`src/hdl/ioc_pkg.sv`:
```
// ----------------------------------------------------------------------------
// ioc_pkg
// Shared types, constants and helpers of the I/O override controller.
// ----------------------------------------------------------------------------
package ioc_pkg;

    localparam int TimerBits = 16;

    localparam logic [2:0] ErrOk       = 3'd0;
    localparam logic [2:0] ErrSession  = 3'd1;
    localparam logic [2:0] ErrSecurity = 3'd2;
    localparam logic [2:0] ErrLength   = 3'd3;
    localparam logic [2:0] ErrSubfunc  = 3'd4;
    localparam logic [2:0] ErrRange    = 3'd5;

    localparam logic [7:0] CtlReturn = 8'd0;
    localparam logic [7:0] CtlReset  = 8'd1;
    localparam logic [7:0] CtlFreeze = 8'd2;
    localparam logic [7:0] CtlAdjust = 8'd3;

    localparam logic [15:0] SigLed   = 16'd1;
    localparam logic [15:0] SigBuz   = 16'd2;
    localparam logic [15:0] SigFan   = 16'd3;
    localparam logic [15:0] SigRelay = 16'd4;

    localparam logic [0:0] RegBuzPeriod = 1'd0;
    localparam logic [0:0] RegFanPeriod = 1'd1;

    localparam logic [15:0] PeriodReset = 16'd999;

    // Reciprocal of 125 scaled by 2^37, exact for dividends below 2^30.
    localparam logic [30:0] BlinkRecip = 31'd1099511628;
    // Reciprocal of 25 scaled by 2^26, exact for dividends below 2^21.
    localparam logic [21:0] DivHundredRecip = 22'd2684355;

    typedef struct packed {
        logic        mode;
        logic [7:0]  msg_len;
        logic [15:0] signal_id;
        logic [7:0]  control_type;
        logic [7:0]  adjust_value;
        logic [7:0]  service_byte;
        logic        in_default_session;
        logic        security_unlocked;
        logic [7:0]  temperature;
        logic [31:0] time_ms;
    } t_in;

    typedef struct packed {
        logic        is_response;
        logic        is_negative;
        logic [2:0]  error_code;
        logic [7:0]  echo_service;
        logic [15:0] echo_signal;
        logic [7:0]  echo_control;
        logic        led_on;
        logic        relay_closed;
        logic [15:0] buzzer_compare;
        logic [15:0] fan_compare;
    } t_out;

    typedef struct packed {
        logic        index;
        logic [15:0] data;
    } t_cfg;

    // Classified job passed from the front to the back.
    typedef struct packed {
        logic        tick;
        logic [2:0]  err;
        logic [7:0]  val;
        logic [7:0]  svc;
        logic [15:0] signal_id;
        logic [7:0]  control_type;
        logic        blink_on;
        logic [6:0]  fan_duty;
    } t_job;

    function automatic logic [15:0] mask_period(input logic [15:0] p);
        return p & 16'((33'd1 << TimerBits) - 33'd1);
    endfunction

    function automatic logic [6:0] clamp_duty(input logic [7:0] d);
        return (d > 8'd100) ? 7'd100 : d[6:0];
    endfunction

endpackage

```
`src/hdl/ioc_if.sv`:
```
// ----------------------------------------------------------------------------
// ioc_if
// Valid/ready channels of the controller.
// ----------------------------------------------------------------------------
interface ioc_in_if;
    logic          valid;
    logic          ready;
    ioc_pkg::t_in  payload;
    modport source (output valid, output payload, input ready);
    modport sink   (input valid, input payload, output ready);
endinterface

interface ioc_out_if;
    logic          valid;
    logic          ready;
    ioc_pkg::t_out payload;
    modport source (output valid, output payload, input ready);
    modport sink   (input valid, input payload, output ready);
endinterface

interface ioc_cfg_if;
    logic          valid;
    logic          ready;
    ioc_pkg::t_cfg payload;
    modport source (output valid, output payload, input ready);
    modport sink   (input valid, input payload, output ready);
endinterface

```
`src/hdl/ioc_front.sv`:
```
// ----------------------------------------------------------------------------
// ioc_front
// Accepts input beats and classifies them into jobs for the back end.
// ----------------------------------------------------------------------------
module ioc_front (
    input  logic          i_clk,
    input  logic          i_rst_n,
    ioc_in_if.sink        in_ch,
    output logic          o_job_valid,
    input  logic          i_job_ready,
    output ioc_pkg::t_job o_job
);

    logic          r_valid;
    ioc_pkg::t_job r_job;
    ioc_pkg::t_job n_job;
    ioc_pkg::t_in  w_in;
    logic [60:0]   w_prod;

    assign w_in = in_ch.payload;
    assign in_ch.ready = !r_valid || i_job_ready;
    assign o_job_valid = r_valid;
    assign o_job = r_job;

    // The LED is lit in the first half of each second, that is when time_ms / 500
    // is even; the quotient is time_ms / 4 times the reciprocal of 125.
    assign w_prod = 61'(w_in.time_ms[31:2]) * 61'(ioc_pkg::BlinkRecip);

    always_comb begin
        n_job = '0;
        n_job.tick = w_in.mode;
        n_job.val = w_in.adjust_value;
        n_job.svc = w_in.service_byte;
        n_job.signal_id = w_in.signal_id;
        n_job.control_type = w_in.control_type;
        n_job.blink_on = !w_prod[37];
        n_job.fan_duty = (w_in.temperature > 8'd80) ? 7'd100 :
                         (w_in.temperature > 8'd60) ? 7'd70 :
                         (w_in.temperature > 8'd40) ? 7'd50 : 7'd30;
        if (w_in.in_default_session) begin
            n_job.err = ioc_pkg::ErrSession;
        end else if (!w_in.security_unlocked) begin
            n_job.err = ioc_pkg::ErrSecurity;
        end else if (w_in.msg_len < 8'd4 || w_in.msg_len > 8'd5) begin
            n_job.err = ioc_pkg::ErrLength;
        end else if (w_in.control_type == ioc_pkg::CtlAdjust && w_in.msg_len != 8'd5) begin
            n_job.err = ioc_pkg::ErrLength;
        end else if (w_in.signal_id < ioc_pkg::SigLed
                     || w_in.signal_id > ioc_pkg::SigRelay) begin
            n_job.err = ioc_pkg::ErrRange;
        end else if (w_in.control_type > ioc_pkg::CtlAdjust) begin
            n_job.err = ioc_pkg::ErrSubfunc;
        end else begin
            n_job.err = ioc_pkg::ErrOk;
        end
    end

    always_ff @(posedge i_clk) begin
        if (!i_rst_n) begin
            r_valid <= 1'b0;
        end else if (in_ch.valid && in_ch.ready) begin
            r_valid <= 1'b1;
        end else if (i_job_ready) begin
            r_valid <= 1'b0;
        end
    end

    always_ff @(posedge i_clk) begin
        if (in_ch.valid && in_ch.ready) begin
            r_job <= n_job;
        end
    end

endmodule

```
`src/hdl/ioc_divider.sv`:
```
// ----------------------------------------------------------------------------
// ioc_divider
// Restoring divider of a 24-bit numerator by a 16-bit divisor, one bit a cycle.
// ----------------------------------------------------------------------------
module ioc_divider (
    input  logic        i_clk,
    input  logic        i_rst_n,
    input  logic        i_start,
    input  logic [23:0] i_num,
    input  logic [15:0] i_den,
    output logic        o_done,
    output logic [23:0] o_quot
);

    logic [4:0]  r_cnt;
    logic        r_busy;
    logic        r_done;
    logic [23:0] r_quot;
    logic [16:0] r_rem;
    logic [15:0] r_den;
    logic [16:0] w_trial;
    logic [17:0] w_diff;

    assign w_trial = {r_rem[15:0], r_quot[23]};
    assign w_diff = {1'b0, w_trial} - {2'b0, r_den};
    assign o_done = r_done;
    assign o_quot = r_quot;

    always_ff @(posedge i_clk) begin
        if (!i_rst_n) begin
            r_busy <= 1'b0;
            r_done <= 1'b0;
            r_cnt <= '0;
        end else begin
            r_done <= 1'b0;
            if (i_start) begin
                r_busy <= 1'b1;
                r_cnt <= 5'd23;
            end else if (r_busy) begin
                if (r_cnt == 5'd0) begin
                    r_busy <= 1'b0;
                    r_done <= 1'b1;
                end else begin
                    r_cnt <= r_cnt - 5'd1;
                end
            end
        end
    end

    always_ff @(posedge i_clk) begin
        if (i_start) begin
            r_quot <= i_num;
            r_rem <= '0;
            r_den <= i_den;
        end else if (r_busy) begin
            if (!w_diff[17]) begin
                r_rem <= w_diff[16:0];
                r_quot <= {r_quot[22:0], 1'b1};
            end else begin
                r_rem <= w_trial;
                r_quot <= {r_quot[22:0], 1'b0};
            end
        end
    end

endmodule

```
`src/hdl/ioc_back.sv`:
```
// ----------------------------------------------------------------------------
// ioc_back
// Carries out jobs on the output state and forms result beats.
// ----------------------------------------------------------------------------
module ioc_back (
    input  logic          i_clk,
    input  logic          i_rst_n,
    input  logic          i_job_valid,
    output logic          o_job_ready,
    input  ioc_pkg::t_job i_job,
    input  logic [15:0]   i_buz_period,
    input  logic [15:0]   i_fan_period,
    ioc_out_if.source     out_ch
);

    typedef enum logic [6:0] {
        S_IDLE  = 7'b0000001,
        S_READ  = 7'b0000010,
        S_PCT   = 7'b0000100,
        S_DIV   = 7'b0001000,
        S_MULT  = 7'b0010000,
        S_SCALE = 7'b0100000,
        S_OUT   = 7'b1000000
    } t_state;

    t_state        r_state;
    ioc_pkg::t_job r_job;
    logic          r_led;
    logic          r_relay;
    logic [15:0]   r_buz;
    logic [15:0]   r_fan;
    logic [3:0]    r_ovr;
    logic          r_is_fan;
    logic [6:0]    r_duty;
    logic [22:0]   r_prod;
    logic          r_start;
    logic [23:0]   r_num;
    logic [15:0]   r_den;
    logic          r_ovalid;
    ioc_pkg::t_out r_out;
    logic          w_done;
    logic [23:0]   w_quot;
    logic [15:0]   w_per;
    logic [6:0]    w_pct;
    logic [42:0]   w_scaled;
    logic [15:0]   w_cmp;
    logic          w_ok;
    logic          w_out_free;

    ioc_divider u_div (
        .i_clk  (i_clk),
        .i_rst_n(i_rst_n),
        .i_start(r_start),
        .i_num  (r_num),
        .i_den  (r_den),
        .o_done (w_done),
        .o_quot (w_quot)
    );

    assign w_per = ioc_pkg::mask_period(r_is_fan ? i_fan_period : i_buz_period);
    assign w_pct = (w_quot > 24'd100) ? 7'd100 : w_quot[6:0];
    // Compare = (period * duty / 4) / 25, the division by the reciprocal of 25.
    assign w_scaled = 43'(r_prod[22:2]) * 43'(ioc_pkg::DivHundredRecip);
    assign w_cmp = w_scaled[41:26];
    assign w_ok = !r_job.tick && r_job.err == ioc_pkg::ErrOk;
    assign w_out_free = !r_ovalid || out_ch.ready;
    assign o_job_ready = r_state == S_IDLE;
    assign out_ch.valid = r_ovalid;
    assign out_ch.payload = r_out;

    always_ff @(posedge i_clk) begin
        if (!i_rst_n) begin
            r_state <= S_IDLE;
            r_led <= 1'b0;
            r_relay <= 1'b0;
            r_buz <= '0;
            r_fan <= '0;
            r_ovr <= '0;
        end else begin
            unique case (r_state)
                S_IDLE: begin
                    if (i_job_valid) begin
                        r_job <= i_job;
                        r_state <= S_READ;
                    end
                end
                S_READ: begin
                    if (r_job.tick) begin
                        if (!r_ovr[0]) begin
                            r_led <= r_job.blink_on;
                        end
                        if (!r_ovr[1]) begin
                            r_buz <= '0;
                        end
                        if (!r_ovr[2]) begin
                            r_is_fan <= 1'b1;
                            r_duty <= r_job.fan_duty;
                            r_state <= S_MULT;
                        end else begin
                            r_state <= S_OUT;
                        end
                    end else if (w_ok) begin
                        unique case (r_job.signal_id)
                            ioc_pkg::SigLed: begin
                                r_ovr[0] <= r_job.control_type != ioc_pkg::CtlReturn;
                                if (r_job.control_type == ioc_pkg::CtlReset) begin
                                    r_led <= 1'b0;
                                end else if (r_job.control_type == ioc_pkg::CtlAdjust) begin
                                    r_led <= r_job.val != 8'd0;
                                end
                                r_state <= S_OUT;
                            end
                            ioc_pkg::SigBuz, ioc_pkg::SigFan: begin
                                r_is_fan <= r_job.signal_id == ioc_pkg::SigFan;
                                if (r_job.signal_id == ioc_pkg::SigFan) begin
                                    r_ovr[2] <= r_job.control_type != ioc_pkg::CtlReturn;
                                end else begin
                                    r_ovr[1] <= r_job.control_type != ioc_pkg::CtlReturn;
                                end
                                unique case (r_job.control_type)
                                    ioc_pkg::CtlReturn: begin
                                        r_state <= S_OUT;
                                    end
                                    ioc_pkg::CtlReset: begin
                                        r_duty <= (r_job.signal_id == ioc_pkg::SigFan) ?
                                                  7'd30 : 7'd0;
                                        r_state <= S_MULT;
                                    end
                                    ioc_pkg::CtlFreeze: begin
                                        r_state <= S_PCT;
                                    end
                                    default: begin
                                        r_duty <= ioc_pkg::clamp_duty(r_job.val);
                                        r_state <= S_MULT;
                                    end
                                endcase
                            end
                            default: begin
                                r_ovr[3] <= r_job.control_type != ioc_pkg::CtlReturn;
                                if (r_job.control_type == ioc_pkg::CtlReset) begin
                                    r_relay <= 1'b0;
                                end else if (r_job.control_type == ioc_pkg::CtlAdjust) begin
                                    r_relay <= r_job.val == 8'd1;
                                end
                                r_state <= S_OUT;
                            end
                        endcase
                    end else begin
                        r_state <= S_OUT;
                    end
                end
                S_PCT: begin
                    // Readback = compare * 100 / period, capped at 100, zero for a zero period.
                    if (w_per == 16'd0) begin
                        r_duty <= '0;
                        r_state <= S_MULT;
                    end else begin
                        r_num <= 24'(r_is_fan ? r_fan : r_buz) * 24'd100;
                        r_den <= w_per;
                        r_state <= S_DIV;
                    end
                end
                S_DIV: begin
                    if (w_done) begin
                        r_duty <= w_pct;
                        r_state <= S_MULT;
                    end
                end
                S_MULT: begin
                    r_prod <= 23'(w_per) * 23'(r_duty);
                    r_state <= S_SCALE;
                end
                S_SCALE: begin
                    if (r_is_fan) begin
                        r_fan <= w_cmp;
                    end else begin
                        r_buz <= w_cmp;
                    end
                    r_state <= S_OUT;
                end
                S_OUT: begin
                    if (w_out_free) begin
                        r_out.is_response <= !r_job.tick;
                        r_out.is_negative <= !r_job.tick && r_job.err != ioc_pkg::ErrOk;
                        r_out.error_code <= r_job.tick ? ioc_pkg::ErrOk : r_job.err;
                        r_out.echo_service <= (!r_job.tick && !w_ok) ? r_job.svc : 8'd0;
                        r_out.echo_signal <= w_ok ? r_job.signal_id : 16'd0;
                        r_out.echo_control <= w_ok ? r_job.control_type : 8'd0;
                        r_out.led_on <= r_led;
                        r_out.relay_closed <= r_relay;
                        r_out.buzzer_compare <= r_buz;
                        r_out.fan_compare <= r_fan;
                        r_state <= S_IDLE;
                    end
                end
                default: r_state <= S_IDLE;
            endcase
        end
    end

    always_ff @(posedge i_clk) begin
        if (!i_rst_n) begin
            r_start <= 1'b0;
        end else begin
            r_start <= r_state == S_PCT && w_per != 16'd0;
        end
    end

    always_ff @(posedge i_clk) begin
        if (!i_rst_n) begin
            r_ovalid <= 1'b0;
        end else if (r_state == S_OUT && w_out_free) begin
            r_ovalid <= 1'b1;
        end else if (out_ch.ready) begin
            r_ovalid <= 1'b0;
        end
    end

endmodule

```
`src/hdl/io_override_controller.sv`:
```
// ----------------------------------------------------------------------------
// io_override_controller
// Diagnostic I/O control of LED, buzzer, fan and relay, with periodic tick.
// ----------------------------------------------------------------------------
// A plain request, or a tick with the fan overridden, goes from READ to OUT; a PWM
// compare is formed by reciprocal multiplication in MULT and SCALE, and a PWM freeze
// first reads back the duty through PCT and the 24-step bit-serial divider, which
// a zero period skips. The back end takes one job at a time; the front holds one
// more beat, and a result stalled at the output holds the back end until taken.
// Synchronous active-low reset restores periods to 999 and clears control state only.
module io_override_controller (
    input  logic      i_clk,
    input  logic      i_rst_n,
    ioc_in_if.sink    in_ch,
    ioc_cfg_if.sink   cfg_ch,
    ioc_out_if.source out_ch
);

    logic          w_job_valid;
    logic          w_job_ready;
    ioc_pkg::t_job w_job;
    logic [15:0]   r_buz_period;
    logic [15:0]   r_fan_period;

    assign cfg_ch.ready = 1'b1;

    always_ff @(posedge i_clk) begin
        if (!i_rst_n) begin
            r_buz_period <= ioc_pkg::PeriodReset;
            r_fan_period <= ioc_pkg::PeriodReset;
        end else if (cfg_ch.valid) begin
            if (cfg_ch.payload.index == ioc_pkg::RegBuzPeriod) begin
                r_buz_period <= cfg_ch.payload.data;
            end else begin
                r_fan_period <= cfg_ch.payload.data;
            end
        end
    end

    ioc_front u_front (
        .i_clk      (i_clk),
        .i_rst_n    (i_rst_n),
        .in_ch      (in_ch),
        .o_job_valid(w_job_valid),
        .i_job_ready(w_job_ready),
        .o_job      (w_job)
    );

    ioc_back u_back (
        .i_clk       (i_clk),
        .i_rst_n     (i_rst_n),
        .i_job_valid (w_job_valid),
        .o_job_ready (w_job_ready),
        .i_job       (w_job),
        .i_buz_period(r_buz_period),
        .i_fan_period(r_fan_period),
        .out_ch      (out_ch)
    );

endmodule

```
`src/flat_wrapper.sv`:
```
// flat-port wrapper written by rule: the top's interface ports become plain ports
module io_override_controller_flat 
  (i_clk, i_rst_n, in_ch_valid, in_ch_payload, in_ch_ready, cfg_ch_valid, cfg_ch_payload, cfg_ch_ready, out_ch_valid, out_ch_payload, out_ch_ready);
  ioc_in_if in_ch_i ();
  ioc_cfg_if cfg_ch_i ();
  ioc_out_if out_ch_i ();
  input  logic i_clk;
  input  logic i_rst_n;
  input wire logic [$bits(in_ch_i.valid)-1:0] in_ch_valid;
  input wire logic [$bits(in_ch_i.payload)-1:0] in_ch_payload;
  output wire logic [$bits(in_ch_i.ready)-1:0] in_ch_ready;
  input wire logic [$bits(cfg_ch_i.valid)-1:0] cfg_ch_valid;
  input wire logic [$bits(cfg_ch_i.payload)-1:0] cfg_ch_payload;
  output wire logic [$bits(cfg_ch_i.ready)-1:0] cfg_ch_ready;
  output wire logic [$bits(out_ch_i.valid)-1:0] out_ch_valid;
  output wire logic [$bits(out_ch_i.payload)-1:0] out_ch_payload;
  input wire logic [$bits(out_ch_i.ready)-1:0] out_ch_ready;
  assign in_ch_i.valid = in_ch_valid;
  assign in_ch_i.payload = in_ch_payload;
  assign in_ch_ready = in_ch_i.ready;
  assign cfg_ch_i.valid = cfg_ch_valid;
  assign cfg_ch_i.payload = cfg_ch_payload;
  assign cfg_ch_ready = cfg_ch_i.ready;
  assign out_ch_valid = out_ch_i.valid;
  assign out_ch_payload = out_ch_i.payload;
  assign out_ch_i.ready = out_ch_ready;
  io_override_controller u_core (.i_clk(i_clk), .i_rst_n(i_rst_n), .in_ch(in_ch_i), .cfg_ch(cfg_ch_i), .out_ch(out_ch_i));
endmodule
```
`config.mk`:
```
export PLATFORM = sky130hd
export DESIGN_NAME = io_override_controller_flat
export DESIGN_NICKNAME = d
export VERILOG_FILES = /design/src/hdl/ioc_pkg.sv /design/src/hdl/ioc_if.sv /design/src/hdl/ioc_front.sv /design/src/hdl/ioc_divider.sv /design/src/hdl/ioc_back.sv /design/src/hdl/io_override_controller.sv /design/src/flat_wrapper.sv
export SDC_FILE = /design/constraint.sdc
export NUM_CORES = 2
export LEC_CHECK = 0
export BUFFER_PORTS_ARGS = -buffer_cell sky130_fd_sc_hd__buf_2
export CAP_MARGIN = 20
export CORE_UTILIZATION = 40
export DETAILED_ROUTE_END_ITERATION = 8
export GPL_TIMING_DRIVEN = 0
export PLACE_DENSITY = 0.57
export SLEW_MARGIN = 20
export SYNTH_ARGS = -nofsm -noshare
export SYNTH_HDL_FRONTEND = slang
export SYNTH_SLANG_ARGS = --single-unit
```
`constraint.sdc`:
```
create_clock -name i_clk -period 8.15 [get_ports i_clk]
set_input_delay 0 -clock i_clk [delete_from_list [all_inputs] [get_ports i_clk]]
set_output_delay 0 -clock i_clk [all_outputs]
set_load 0.05 [all_outputs]
```
* After elaboration in Yosys (flattened, before gate mapping) *
Cells that the tools add are included.

storage, ports and cells
  output and inout bits = 74
  word-level logic and storage cells = 229
  bits of input ports = 113
  register bits after elaboration = 386

cells by class
  $add $sub $neg = 2
  $lt $le $gt $ge = 10
  reduce and logical (&&, ||, !) cells = 59
  bitwise operators = 9
  multipliers = 4
  eq/ne operators = 30
  muxes and demuxes = 61

operators with widths
  operator                                              count
  2-to-1 mux 7 bit                                      15
  2-to-1 mux 16 bit                                     6
  one-hot mux 7 bit (7 select lines)                    1
  2-to-1 mux 24 bit                                     2
  multiplier 21 x 22 -> 42 bit, second input constant   1
  multiplier 30 x 29 -> 36 bit, second input constant   1
  equality test 16 x 2 -> 1 bit, second input constant  2
  one-hot mux 16 bit (2 select lines)                   1
  one-hot mux 7 bit (2 select lines)                    2
  2-to-1 mux 5 bit                                      5
  AND reduction 5 bit                                   5
  equality test 8 x 2 -> 1 bit, second input constant   3
  > comparator 24 x 7 -> 1 bit, second input constant   1
  multiplier 16 x 7 -> 23 bit                           1
  multiplier 16 x 5 -> 21 bit, second input constant    1
  2-to-1 mux 1 bit                                      21
  one-hot mux 7 bit (3 select lines)                    1
  subtractor 17 x 16 -> 18 bit                          1
  equality test 16 x 1 -> 1 bit, second input constant  1
  equality test 8 x 1 -> 1 bit, second input constant   2
  > comparator 16 x 3 -> 1 bit, second input constant   1
  > comparator 8 x 6 -> 1 bit, second input constant    2
  > comparator 8 x 7 -> 1 bit, second input constant    2
  logical NOT 16 bit                                    1
  other kinds (38)                                      96

* Longest topological paths before layout *
  depth in word-level cells = 7
  depth in mapped cells = 25
  gate-level depth less buffers = 25

* By module *
Synthesis repeated with hierarchy kept, for this count alone.

second synthesis, totals
  cell total of the unflattened synthesis = 3217
  area total of the unflattened synthesis = 36032.1 um^2

by module, submodules not included
  module                  seq. area each (um^2)  area an instance (um^2)  cells an instance  times used
  ioc_back                6596.3                 20787.4                  1863               1
  ioc_front               1551.5                 10542.6                  907                1
  ioc_divider             1661.6                 3424.5                   311                1
  io_override_controller  640.6                  1277.5                   136                1

* Worst setup path after synthesis *
No wires, ideal clock.

  path kind = input-to-reg
  start point = input in_ch_payload[14]
  end point = register u_core.u_front.r_job (netlist bit u_core.u_front.o_job[7]) (data pin)
  data required time = 7.888 ns
  buffers on the path = 0
  path slack = 1.971 ns
  cell stages on the path = 22
  library setup time = 0.262 ns
  arrival = 5.917 ns
  cell sequence = ha_1 fa_1 fa_1 inv_1 fa_1 inv_1 fa_1 fa_1 fa_1 inv_1 fa_1 inv_1 ha_1 a21o_1 a21o_1 a21o_1 a21o_1 a21o_1 a21o_1 a221o_1 a221oi_2 xnor2_1

RTL lines
  item                    line                RTL
  start: declaration      flat_wrapper.sv:10  input wire logic [$bits(in_ch_i.payload)-1:0] in_ch_payload;
  end signal: assignment  ioc_front.sv:70     r_job <= n_job;
  end: declaration        ioc_front.sv:15     ioc_pkg::t_job r_job;

* Worst setup path after layout *
  start point = register u_core.u_back.r_prod[6]
  end point = register u_core.u_back.r_fan[8]

between the ends
  cells in the longest elaborated chain, start to end = 1

RTL lines
  item                          line             RTL
  start: declaration            ioc_back.sv:35   logic [22:0] r_prod;
  start signal: assignment      ioc_back.sv:170  r_prod <= 23'(w_per) * 23'(r_duty);
  multiplier 21 x 22 -> 42 bit  ioc_back.sv:63   assign w_scaled = 43'(r_prod[22:2]) * 43'(ioc_pkg::DivHundredRecip);
  end signal: assignment        ioc_back.sv:175  r_fan <= w_cmp;
  end: declaration              ioc_back.sv:31   logic [15:0] r_fan;

Every way passes these cells.
A chain may end at the register's enable or synchronous reset.

==> results.sh <==
export IMPL_status="completed"
export IMPL_final_common_cell="inv_1"
export IMPL_ys_flop_type="edfxtp_1"
export IMPL_syn_inst=3173
export IMPL_dr_pass1_iters=5
export IMPL_start_kind="flop"
export IMPL_crit_cells=19
export IMPL_dp_cells=4517
export IMPL_die_h_um=299.6
export IMPL_ys_ff_latch=381
export IMPL_fp_dieW_um=299.6
export IMPL_finalWirelength_mm=80.29
export IMPL_hp_class="in2reg"
export IMPL_io_pins=187
export IMPL_synth_edf_count=279
export IMPL_skew_ps=44.35
export IMPL_antenna_found_initial=4
export IMPL_synth_warning_count=0
export IMPL_die_area_mm2=0.08977
export IMPL_finalHoldWorstSlack_ps=120.0
export IMPL_synth_cell_types=80
export IMPL_cp_num_buf_inv=4
export IMPL_synth_seq_area_share_pct=29.41
export IMPL_worstSetupStartpoint="u_core.u_back.r_prod[6]$_DFFE_PP_"
export IMPL_syn_to_final_growth_pct=13.33
export IMPL_wl_per_cell_um=17.17
export IMPL_slowest_stage="fa_1"
export IMPL_r2r_start="u_core.u_back.r_prod[6]$_DFFE_PP_"
export IMPL_synth_nets=4277
export IMPL_core_mm2=0.08729
export IMPL_path_cells="inv_1 -> fa_1 -> fa_1 -> fa_1 -> fa_1 -> fa_1 -> inv_1 -> fa_1 -> inv_1 -> fa_1 -> inv_1 -> ha_1 -> nor2b_1 -> o311ai_0 -> o2111ai_1 -> a21o_1 -> o21ai_0 -> xor2_1 -> o21ai_0"
export IMPL_crit_path_max_incr_delay_ps=590
export IMPL_ctsRootBufferMaster="clkbuf_16"
export IMPL_initial_core_util_pct=40.59
export IMPL_vias=22602
export IMPL_worstSetupEndpointType="flop"
export IMPL_path_max_fanout=7
export IMPL_num_fill_cells=8302
export IMPL_drive_gt1_share_pct=9.406
export IMPL_setup_viol_count_final=0
export IMPL_worstPathArrival_ps=7620
export IMPL_grt_usage_pct=18.50
export IMPL_place_port_buffers=183
export IMPL_synth_area_mm2=0.03543
export IMPL_detail_route_drc_violations=0
export IMPL_grt_pass1_wl_mm=129.9
export IMPL_cts_tree="done"
export IMPL_cp_endpoint="u_core.u_back.r_fan[8]$_SDFFE_PN0P_"
export IMPL_rrSetupSlack_ps=970
export IMPL_seq_area_mm2=0.01042
export IMPL_core_rowCount=108
export IMPL_ir_worst_vdd_uv=739.4
export IMPL_maxCapViolCount=0
export IMPL_numCtsBuffers=40
export IMPL_reg2regPathDepth=19
export IMPL_h_tree_depth=2
export IMPL_regToRegEndpoint="u_core.u_back.r_fan[8]$_SDFFE_PN0P_"
export IMPL_p_leak_nw=19.56
export IMPL_cts_clk_slew_worst_paths_ps=60
export IMPL_crit_family="adder cells"
export IMPL_worstSkewPairLatency_ps=590
export IMPL_fin_crit_ps=7183
export IMPL_fin_nets=4591
export IMPL_antenna_left=0
export IMPL_cts_resized=0
export IMPL_drt_iter0_drc=1088
export IMPL_grt_max_degree=52
export IMPL_avgSynthCellArea_um2=11.17
export IMPL_tightestPinTransition_ps=1013
export IMPL_tns_ps=0
export IMPL_post_route_util_pct=46.00
export IMPL_clkSinkCount=381
export IMPL_grt_pass1_vias=23878
export IMPL_slew_headroom_pct=32.49
export IMPL_rsz0062_at_grt="false"
export IMPL_hold_violations=0
export IMPL_clockBufferDepth=3
export IMPL_power_density_mw_per_mm2=251.7
export IMPL_drv_slew=0
export IMPL_multiInputGateArea_mm2=0.02223
export IMPL_worstHoldPathCells=2
export IMPL_timing_fmax_mhz=139.2
export IMPL_grt_ovfl_total=0
export IMPL_cp_common_cell="fa_1"
export IMPL_final_cell_mix="inv_1 (697), ha_1 (545), fa_1 (446)"
export IMPL_gp_congestion=0.8640
export IMPL_worstSetupPathType="reg2reg"
export IMPL_vias_per_cell=4.834
export IMPL_cp_data_required_time_ps=8590
export IMPL_synth_async_reset_ratio_pct=0
export IMPL_dp_hpwl_mm=66.38
export IMPL_final_cell_count_no_fill=4676
export IMPL_post_route_period_util_pct=88.14
-- sequential cells by signal, indices dropped and copies added (netlist names), 16 cells and up --
signal,count
u_core.r_buz_period,16
u_core.u_back.r_buz,16
u_core.u_back.r_num,21
u_core.u_back.u_div.r_den,16
u_core.u_back.u_div.o_quot,24
u_core.r_fan_period,16
u_core.u_back.r_prod,21
u_core.u_back.out_ch.payload,71
u_core.u_back.r_job,51
u_core.u_back.u_div.r_rem,16
u_core.u_back.r_fan,16
u_core.u_back.r_den,16
u_core.u_front.o_job,51
-- cell usage after synthesis (44+ instances only) --
master	instances	area (um2)
a21o_1	44	330.3
a21oi_1	93	465.5
and2_1	65	406.6
dfxtp_1	102	2042
edfxtp_1	279	8378
fa_1	446	8929
ha_1	545	6819
inv_1	697	2616
mux2_2	44	495.5
nand2_1	225	844.6
nor2_1	98	367.9
o21ai_0	50	250.2
xnor2_1	64	560.5
-- per-stage QoR --
stage / instance area, um2 / total power, mW / setup slack (ps)
6_report: 40150 / 10.11 / 966.6
4_1_cts: 40150 / 10.39 / 903.6
3_3_place_gp: 37790 / 8.347 / 926.9
2_1_floorplan: 35430 / 6.721 / 1971
3_5_place_dp: 37970 / 8.418 / 932.7
5_1_grt: 40150 / 11.38 / 494.2
-- power breakdown --
group | internal [mW] | switching (mW)
logic | 2.74 | 3.27
registers | 2.18 | 0.0299
clock network | 1.08 | 0.803
-- final cells by class --
type | instances | area share, %
timing repair buffer | 272 | 4.724
sequential | 381 | 25.95
multi-input combinational | 2047 | 55.35
clock buffer | 47 | 2.558
antenna | 2 | 0.01246
inverter | 698 | 6.525
buffer | 47 | 0.4767
clock inverter | 27 | 0.8070
tap | 1155 | 3.599
-- metal layers --
metal / wire length, um / vias up / share of wire [%] / GRT usage [%]
li1: - / 11024 / - / -
met1: 38590 / 11166 / 48 / 26.55
met2: 37920 / 331 / 47 / 30.63
met3: 2611 / 81 / 3.3 / 1.689
met4: 1164 / 0 / 1.4 / 3.426
met5: 0 / - / 0 / 0
-- logic make-up after synthesis --
logic type	synth area share (%)
adder cells (fa/ha/maj)	44.45
buffers and inverters	7.935
AND/OR/NAND/NOR	8.058
flip-flops	29.41
AO/OA/AOI/OAI	5.710
XOR/XNOR	2.299
multiplexers	2.133
other	0.01058
-- timing repair --
| item | CTS | global route |
|---|---|---|
| endpoints found under the hold margin | 89 | 0 |
| setup buffers | 0 | 0 |
| hold buffers | 83 | 0 |
-- how the worst min path moves through the flow --
| stage | start | endpoint | slack [ps] |
|---|---|---|---|
| after floorplan | in_ch_payload[60] | u_core.u_front.o_job[10]$_DFFE_PP_ | 100 |
| after global routing | in_ch_payload[52] | u_core.u_front.o_job[42]$_DFFE_PP_ | 100 |
| after detailed placement | in_ch_payload[48] | u_core.u_front.o_job[38]$_DFFE_PP_ | 180 |
| final | in_ch_payload[44] | u_core.u_front.o_job[34]$_DFFE_PP_ | 120 |
| after CTS | in_ch_payload[55] | u_core.u_front.o_job[45]$_DFFE_PP_ | 80 |
| after global placement | in_ch_payload[45] | u_core.u_front.o_job[35]$_DFFE_PP_ | 180 |
(Power assumes the default switching activity.)
